### src/sv/cit_pkg.sv
// Shared constants, codes and types of the counted id table.
package cit_pkg;

  // Default sizes
  localparam int unsigned DepthDefault     = 128;
  localparam int unsigned IdBitsDefault    = 10;
  localparam int unsigned CountBitsDefault = 16;
  localparam int unsigned PosBitsDefault   = $clog2(DepthDefault);
  localparam int unsigned OccBitsDefault   = $clog2(DepthDefault + 1);

  // Cells per group of the registered gather tree
  localparam int unsigned GatherGroup = 16;

  // Action codes
  localparam logic [1:0] ActAdd    = 2'd0;
  localparam logic [1:0] ActRemove = 2'd1;
  localparam logic [1:0] ActFind   = 2'd2;
  localparam logic [1:0] ActClear  = 2'd3;

  // Status codes
  localparam logic [1:0] StOk      = 2'd0;
  localparam logic [1:0] StInvalid = 2'd1;
  localparam logic [1:0] StFull    = 2'd2;
  localparam logic [1:0] StAbsent  = 2'd3;

  // Command broadcast to every cell
  typedef enum logic [1:0] {
    CELL_NOP,
    CELL_WRITE,
    CELL_APPEND,
    CELL_SHIFT
  } cell_op_e;

  typedef struct packed {
    cell_op_e op;
    logic     compare;
  } cell_cmd_t;

endpackage

### src/sv/cit_cell.sv
// One table cell: holds an (id, count) entry, matches it and shifts it left.
module cit_cell #(
  parameter int unsigned ID_BITS    = cit_pkg::IdBitsDefault,
  parameter int unsigned COUNT_BITS = cit_pkg::CountBitsDefault,
  parameter int unsigned POS_BITS   = 7,
  parameter int unsigned OCC_BITS   = 8,
  parameter int unsigned INDEX      = 0
) (
  input  logic                  clk_i,
  input  logic                  rst_ni,
  input  cit_pkg::cell_cmd_t    cmd_i,
  input  logic [POS_BITS-1:0]   idx_i,
  input  logic [ID_BITS-1:0]    id_i,
  input  logic [COUNT_BITS-1:0] count_i,
  input  logic [OCC_BITS-1:0]   total_i,
  input  logic [ID_BITS-1:0]    nxt_id_i,
  input  logic [COUNT_BITS-1:0] nxt_count_i,
  output logic [ID_BITS-1:0]    id_o,
  output logic [COUNT_BITS-1:0] count_o,
  output logic                  hit_o
);

  localparam logic [POS_BITS-1:0] MyPos = POS_BITS'(INDEX);
  localparam logic [OCC_BITS-1:0] MyOcc = OCC_BITS'(INDEX);

  logic [ID_BITS-1:0]    id_q;
  logic [COUNT_BITS-1:0] count_q;
  logic                  hit_q;
  logic                  live;
  logic                  here;

  assign live = MyOcc < total_i;
  assign here = idx_i == MyPos;

  // Capture the match of a live entry against the key
  always_ff @(posedge clk_i or negedge rst_ni) begin
    if (!rst_ni) begin
      hit_q <= 1'b0;
    end else if (cmd_i.compare) begin
      hit_q <= live && (id_q == id_i);
    end
  end

  // Write, append or take the right neighbour's entry
  always_ff @(posedge clk_i) begin
    case (cmd_i.op)
      cit_pkg::CELL_WRITE: begin
        if (here) count_q <= count_i;
      end
      cit_pkg::CELL_APPEND: begin
        if (here) begin
          id_q    <= id_i;
          count_q <= count_i;
        end
      end
      cit_pkg::CELL_SHIFT: begin
        if (MyPos >= idx_i) begin
          id_q    <= nxt_id_i;
          count_q <= nxt_count_i;
        end
      end
      default: begin
      end
    endcase
  end

  assign id_o    = id_q;
  assign count_o = count_q;
  assign hit_o   = hit_q;

endmodule

### config.mk
export PLATFORM = sky130hd
export DESIGN_NAME = cit_cell
export DESIGN_NICKNAME = d
export VERILOG_FILES = /design/src/sv/cit_pkg.sv /design/src/sv/cit_cell.sv
export SDC_FILE = /design/constraint.sdc
export NUM_CORES = 1
export LEC_CHECK = 0
export BUFFER_PORTS_ARGS = -buffer_cell sky130_fd_sc_hd__buf_2
export CAP_MARGIN = 20
export CORE_MARGIN = 3
export CORE_UTILIZATION = 40
export CTS_CLUSTER_SIZE = 24
export DETAILED_ROUTE_END_ITERATION = 8
export GPL_TIMING_DRIVEN = 0
export PLACE_DENSITY_LB_ADDON = 0.3
export SLEW_MARGIN = 10
export SYNTH_ARGS = -nofsm -noshare
export SYNTH_HDL_FRONTEND = slang
export SYNTH_SLANG_ARGS = --single-unit
### constraint.sdc
create_clock -name clk_i -period 1.5 [get_ports clk_i]
set_input_delay 0.3 -clock clk_i [delete_from_list [all_inputs] [get_ports clk_i]]
set_output_delay 0.3 -clock clk_i [all_outputs]
set_load 0.02 [all_outputs]
Word-level counts from Yosys, hierarchy flattened
Cells that the tools add are included.

Output and inout port bits: 27. Word-level logic and storage cells: 25. Bits in registers: 27.

Eq/ne operators: 7. $lt $le $gt $ge: 2. Mux-type cells: 6. Reductions and logical operators: 7.

Operators with widths (number): $mux 16 (2); $pmux 16 s2 (1); $mux 10 (2); $pmux 10 s2 (1); $eq 10x10->1 (1); $lt 1x8->1 const A (1); $ge 1x7->1 const A (1); $logic_not 7->1 (1); $reduce_and 3->1 (2); $eq 2x2->1 const B (2); $ne 2x2->1 const B (2); $reduce_bool 2->1 (2); $eq 2x1->1 const B (1); $ne 2x1->1 const B (1); $reduce_or 2->1 (1); $logic_and 1x1->1 (1).

Logic depth before layout (Yosys ltp)
Gate-level depths: netlist of the first run.

Depth in word-level cells: 4. Gate-level depth with buffers: 5.

Worst setup path after synthesis of the first run
Ideal clock, no wire load.

Path type: in2reg. Start: input cmd_i[1] in the netlist's numbering. End: register count_q[0] (netlist: count_o[0]) (enable). Data arrival time: 1615 ps. Buffers on the path: 2. Cell stages on the path: 5. Slack: -509 ps. Cells stage by stage: ha_1 > buf_4 > buf_4 > inv_1 > a21oi_1.

Cells in the longest elaborated chain, start to end: 4. Elaborated cells on any way between the ends: 8. Those cells by class: 5 x eq/ne; 3 x reduce/logical.

RTL lines: from (decl) (line cit_cell.sv:11) `input cit_pkg::cell_cmd_t cmd_i,`; $eq 2x2->1 / $eq 2x1->1 (equally long branches) (line cit_cell.sv:46) `case (cmd_i.op)`; $reduce_or 2->1 (no line); $ne 2x1->1 (no line) / $reduce_bool 2->1 (equally long branches); $reduce_and 3->1 (no line) *; to (signal assigned) (line cit_cell.sv:48) `if (here) count_q <= count_i;`; to (signal assigned) (line cit_cell.sv:53) `count_q <= count_i;`; to (signal assigned) (line cit_cell.sv:59) `count_q <= nxt_count_i;`; to (decl) (line cit_cell.sv:27) `logic [COUNT_BITS-1:0] count_q;`.

Every way passes the cells marked *; elsewhere a longest branch is shown, timed or not. A chain may end at the register's enable or synchronous reset.

Worst setup path after layout of the first run
Start: input cmd_i[1] in the netlist's numbering. End: register id_q[5] (netlist: id_o[5]) (enable).

Cells in the longest elaborated chain, start to end: 3. Elaborated cells on any way between the ends: 6. Those cells by class: 4 x eq/ne; 2 x reduce/logical.

RTL lines: $eq 2x2->1 (line cit_cell.sv:46); $ne 2x2->1 (no line) / $reduce_bool 2->1 (equally long branches); $reduce_and 3->1 (no line) *; to (signal assigned) (line cit_cell.sv:52) `id_q <= id_i;`; to (signal assigned) (line cit_cell.sv:58) `id_q <= nxt_id_i;`; to (decl) (line cit_cell.sv:26) `logic [ID_BITS-1:0] id_q;`.

Marked as above.

==> run summary, run 1 <==
status: completed
final setup fails: 0
DR iter-0 viols: 20
Synth top area share: 58.8%
Max-Cap Viols: 0
PwrDens: 697 nW/um^2
Synth Area in Adders: 1.88%
DR WL met3: 213 um
Final nets: 263
Comb power frac: 15.8%
largest family of logic cells by synthesized area: multiplexers
Routed met1 length: 1.12 mm
normalized max-slew margin: 65.8%
Cell Area, Synth: 1330 sq um
CTS Buffer Depth: 2
Sw Share: 20.9%
FMAX: 0.748 GHz
Placer Congestion: 0.735
Routed wire per std cell: 13.4 um
FP Rows: 20
CP endpoint kind: flip-flop
first-pass GRT wire length: 4.95 mm
post-synthesis instance total: 84
antenna viol nets, final: 0
syn nets: 158
dpl cell area: 1900 sq um
syn_area_per_cell: 15.8 sq um
Data required, critical path: 1.47 ns
worst hold path class: input pin to flip-flop
die area: 4050 sq um
IO Pins: 99
Seq/Total Area, Yosys: 60.6%
internal power: 0.00108 W
TritonCTS clock tree: yes
Die H: 63.6 um
fraction of layout cells with a size suffix above 1: 71.8%
Lkg Pwr: 0.846 nW
Synth area leader: edfxtp_1
initial antenna violation count: 0
highest metal used: met4
Layout Utilization: 62.9%
vias in the first global route: 1088
drt via density: 4.61
final hold slack: 0.168 ns
cells along the critical path: buf_2 -> ha_1 -> buf_6 -> buf_6 -> nor2_1 -> nor2_2
clk root buf: clkbuf_4
Total Routing Usage GR: 15.8%
critical path class: input pin to flip-flop
Seq cells post-synth: 27
Compound-Gate Fraction of Synth Area: 1.88%
Die Wd: 63.6 um
total core area: 3100 sq um
H-Tree Depth: 1
post-DP HPWL: 2.55 mm
CP Launch Type: input pin
RSZ-0062 raised after global routing: no
Worst-Skew Late Latency: 0.31 ns
DRT Pass-1 Iters: 4
Post-Layout Inst Area: 1950 sq um
PortBufs: 98
global route overflow: 0
Final min period: 1.34 ns
Synth cell types: 18
Critical Path AT: 1.31 ns
vias: 1069
clock slew at reported path FFs: 0.14 ns
commonest non-fill, non-tap cell in the layout: buf_2
register share of total power: 61.5%
DR WL met2: 1.75 mm
pin count of the biggest net entering global routing: 17
Inserted Clock Buffers: 3
post-synthesis xor/xnor area fraction: 6.59%
total clock sinks: 27
final WL: 3.11 mm
Synth area leaders: edfxtp_1, mux2_2, xor2_1
final hold violations: 0
antenna diode count: 0
yosys warns: 0
max-slew violations: 0
Worst Tran Pin Value: 0.512 ns
commonest non-fill, non-tap cells in the layout: buf_2, mux2_2, edfxtp_1
Post-Synth Simple-Gate Area: 4.43%
CP max stage delay: 0.40 ns
synthesis-to-finish area growth: 46.9%
Crit Path Max Fanout: 10
DR DRC count: 0
Clk network pwr share: 22.7%
Final Cycle Share: 89.1%
net switching power: 0.000284 W
Worst Skew: 0.000692 ns
Filler cells: 275
Top cell by count, worst path: buf_6
post-synthesis mux area share: 22.0%
Initial Util: 42.8%
peak supply drop: 418 uV
critical path's slowest cell: nor2_2
-- cell families (layout without fill, tap and decap cells) --
| kind of cell | after synthesis | in the layout |
|---|---|---|
| xor gates and xnor gates | 10 | 10 |
| muxes | 26 | 26 |
| buffers and inverters | 6 | 110 |
| and+or+nand+nor | 10 | 10 |
| DFF | 27 | 27 |
| adders and majority gates | 2 | 2 |
| AOI/OAI and AO/OA | 3 | 3 |
-- critical path: cells and delay by family --
| family | cells | cell delay (ns) |
|---|---|---|
| buf+inv | 3 | 0.40 |
| simple gates | 2 | 0.46 |
| fa+ha+maj | 1 | 0.15 |
-- metrics by stage --
step	std cells	power [W]	TNS, ns	setup slack (ns)
floorplan	84	0.000957	0	0.0101
global placement	226	0.00106	-6.38	-0.267
detailed placement	226	0.00107	-7.07	-0.303
CTS	231	0.00138	0	0.0542
global route	232	0.00144	0	0.0892
finish	232	0.00136	0	0.163
-- area by class of cell --
cell class / count / area (sq um) / share of cell area, %
inverter: 3 / 11.3 / 0.577
multi-input combinational: 51 / 503 / 25.8
timing repair buffer: 100 / 520 / 26.7
buffer: 3 / 30.0 / 1.54
clock buffer: 4 / 26.3 / 1.35
tap: 44 / 55.1 / 2.82
sequential: 27 / 806 / 41.3
-- layer usage --
metal | vias to the layer above | global-route usage [%]
met2 | 43 | 30.1
met1 | 498 | 17.2
met5 | - | 0
met4 | 0 | 4.85
li1 | 526 | -
met3 | 2 | 3.21
-- registers in the layout (all words and copies together), names as in the netlist --
name	count
count_o	16
id_o	10
hit_o	1
-- cells in the mapped netlist --
master and count:
edfxtp_1 26, a21oi_1 1, a211oi_1 1, inv_1 3, nand3_1 1, xor2_1 6, nor3_1 1, nor2_1 2
nand4_1 1, buf_4 3, ha_1 2, mux2_2 26, nand2_1 1, nor4_1 3, nor4_2 1, xnor2_1 4
dfrtp_1 1, o22ai_2 1
-- what timing repair did --
action | in CTS | in global routing
endpoints found under the setup margin | 0 | 16
endpoints found under the hold margin | 1 | 0
setup buffers | 0 | 1
resized for setup | 0 | 0
hold buffers | 1 | 0
-- worst paths after layout --
kind                          start  endpoint  slack (ns)  depth (start not counted)
min                        cmd_i[0]     hit_o        0.17                          2
min in group asynchronous    rst_ni     hit_o        0.27                          2
max in group asynchronous    rst_ni     hit_o        1.15                          2
min reg2reg                   hit_o     hit_o        0.56                          2
max reg2reg                 id_o[3]     hit_o        0.26                          4
max                        cmd_i[1]   id_o[5]        0.16                          6
-- power by group through the flow --
stage / clock network, W / logic (W) / registers (W)
final: 0.000309 / 0.000215 / 0.000836
after global routing: 0.000362 / 0.000239 / 0.000836
after floorplan: 0 / 0.0000999 / 0.000857
after detailed placement: 0 / 0.000215 / 0.000853
after global placement: 0 / 0.000206 / 0.000852
after CTS: 0.000325 / 0.000218 / 0.000836
No activity file was read; power rests on OpenSTA's default activity.
==> run 2, diff against run 1 <==
--- a/config.mk
+++ b/config.mk
@@ -12,7 +12,7 @@
 export CTS_CLUSTER_SIZE = 24
 export DETAILED_ROUTE_END_ITERATION = 8
 export GPL_TIMING_DRIVEN = 0
-export PLACE_DENSITY_LB_ADDON = 0.3
+export PLACE_DENSITY = 0.84
 export SLEW_MARGIN = 10
 export SYNTH_ARGS = -nofsm -noshare
 export SYNTH_HDL_FRONTEND = slang
==> run 2 against run 1 <==
  * Non-clock buffer count unchanged
  * Routed wire length increased by 1.9%
  * Count of clock-buffer cells in the layout unchanged
  * Cell count unchanged
  * Hold slack improved by 0.024 ns
  * Utilization unchanged
  * Critical path depth unchanged
  * Global-route usage increased by 0.79 points
  * Via count increased by 0.28%
  * Critical path type unchanged
  * Critical endpoint is now id_o[3]
  * Largest cell class unchanged
  * Largest power group unchanged
==> run summary, run 2 (same netlist as run 1, synthesis figures left out) <==
post-DP HPWL: 2.46 mm (was 2.55 mm)
TritonCTS clock tree: yes (unchanged)
drt via density: 4.62 (was 4.61)
PortBufs: 98 (unchanged)
Worst Skew: 0.000424 ns (was 0.000692 ns)
normalized max-slew margin: 66.3% (was 65.8%)
Worst Tran Pin Value: 0.505 ns (was 0.512 ns)
total core area: 3100 sq um (unchanged)
pin count of the biggest net entering global routing: 17 (unchanged)
Final min period: 1.35 ns (was 1.34 ns)
FMAX: 0.743 GHz (was 0.748 GHz)
Routed wire per std cell: 13.6 um (was 13.4 um)
total clock sinks: 27 (unchanged)
global route overflow: 0 (unchanged)
critical path's slowest cell: nor2_2 (unchanged)
CP endpoint kind: flip-flop (unchanged)
commonest non-fill, non-tap cells in the layout: buf_2, mux2_2, edfxtp_1 (unchanged)
Initial Util: 42.8% (unchanged)
CP Launch Type: input pin (unchanged)
IO Pins: 99 (unchanged)
clk root buf: clkbuf_4 (unchanged)
DRT Pass-1 Iters: 3 (was 4)
vias: 1072 (was 1069)
cells along the critical path: buf_2 -> ha_1 -> buf_6 -> buf_6 -> nor2_1 -> nor2_2 (unchanged)
Max-Cap Viols: 0 (unchanged)
Lkg Pwr: 0.846 nW (unchanged)
final hold violations: 0 (unchanged)
final WL: 3.17 mm (was 3.11 mm)
Crit Path Max Fanout: 10 (unchanged)
Final nets: 263 (unchanged)
Layout Utilization: 62.9% (unchanged)
Die Wd: 63.6 um (unchanged)
vias in the first global route: 1121 (was 1088)
critical path class: input pin to flip-flop (unchanged)
final hold slack: 0.192 ns (was 0.168 ns)
FP Rows: 20 (unchanged)
Total Routing Usage GR: 16.6% (was 15.8%)
Final Cycle Share: 89.7% (was 89.1%)
worst hold path class: input pin to flip-flop (unchanged)
final setup fails: 0 (unchanged)
Placer Congestion: 0.701 (was 0.735)
CTS Buffer Depth: 2 (unchanged)
peak supply drop: 432 uV (was 418 uV)
first-pass GRT wire length: 5.22 mm (was 4.95 mm)
Top cell by count, worst path: buf_6 (unchanged)
PwrDens: 699 nW/um^2 (was 697 nW/um^2)
Filler cells: 279 (was 275)
H-Tree Depth: 1 (unchanged)
Die H: 63.6 um (unchanged)
Data required, critical path: 1.48 ns (was 1.47 ns)
Worst-Skew Late Latency: 0.31 ns (about the same)
die area: 4050 sq um (unchanged)
initial antenna violation count: 0 (unchanged)
RSZ-0062 raised after global routing: no (unchanged)
synthesis-to-finish area growth: 46.9% (unchanged)
DR iter-0 viols: 28 (was 20)
Inserted Clock Buffers: 3 (unchanged)
status: completed (unchanged)
fraction of layout cells with a size suffix above 1: 71.8% (unchanged)
Post-CTS Resized: 0 (unchanged)
max reg flops: 16 (unchanged)
Power Total: 0.00136 W (about the same)
max-slew violations: 0 (unchanged)
commonest non-fill, non-tap cell in the layout: buf_2 (unchanged)
Setup TNS Final: 0 ns (unchanged)
DR DRC count: 0 (unchanged)
antenna viol nets, final: 0 (unchanged)
CP max stage delay: 0.39 ns (was 0.40 ns)
antenna diode count: 0 (unchanged)
clock slew at reported path FFs: 0.14 ns (about the same)
Critical Path AT: 1.32 ns (was 1.31 ns)
[run 2: critical path, delay by kind of cell]
kind,cells,cell delay [ns]
fa+ha+maj,1,0.15
buf+inv,3,0.40
simple gates,2,0.45
[run 2: layer usage]
metal | track usage [%] | vias to the layer above | share of wire, %
li1 | - | 524 | -
met1 | 20.4 | 468 | 40
met2 | 27.2 | 78 | 47
met3 | 5.35 | 2 | 12
met4 | 5.66 | 0 | 0.73
met5 | 0 | - | 0
[run 2: final timing paths]
check | end | depth (start not counted) | start | slack, ns
hold / removal | hit_o | 2 | cmd_i[0] | 0.19
setup reg to reg | hit_o | 4 | id_o[3] | 0.23
min in group asynchronous | hit_o | 2 | rst_ni | 0.27
max in group asynchronous | hit_o | 2 | rst_ni | 1.16
hold reg to reg | hit_o | 2 | hit_o | 0.60
setup / recovery | id_o[3] | 6 | cmd_i[1] | 0.15
[run 2: report_power, final]
group | internal [W] | switching (W)
sequential | 0.000834 | 0.00000107
combinational | 0.000138 | 0.0000804
clock | 0.000104 | 0.000207
total | 0.00108 | 0.000288
[run 2: timing repair]
item / CTS / global route
hold buffers: 1 / 0
setup buffers: 0 / 1
endpoints found under the setup margin: 0 / 16
endpoints found under the hold margin: 1 / 0
[run 2: final cells by class]
cell class	count	area, sq um	area share (%)
Inverter	3	11.3	0.577
Multi-Input combinational cell	51	503	25.8
Sequential cell	27	806	41.3
Tap cell	44	55.1	2.82
Clock buffer	4	26.3	1.35
Buffer	3	30.0	1.54
Timing Repair Buffer	100	520	26.7
[run 2: per-stage QoR]
stage | cells | instance area (sq um) | setup WS (ns)
floorplan | 84 | 1350 | 0.0101
global placement | 226 | 1900 | -0.280
detailed placement | 226 | 1900 | -0.314
CTS | 231 | 1930 | 0.0381
global route | 232 | 1950 | 0.0544
finish | 232 | 1950 | 0.154
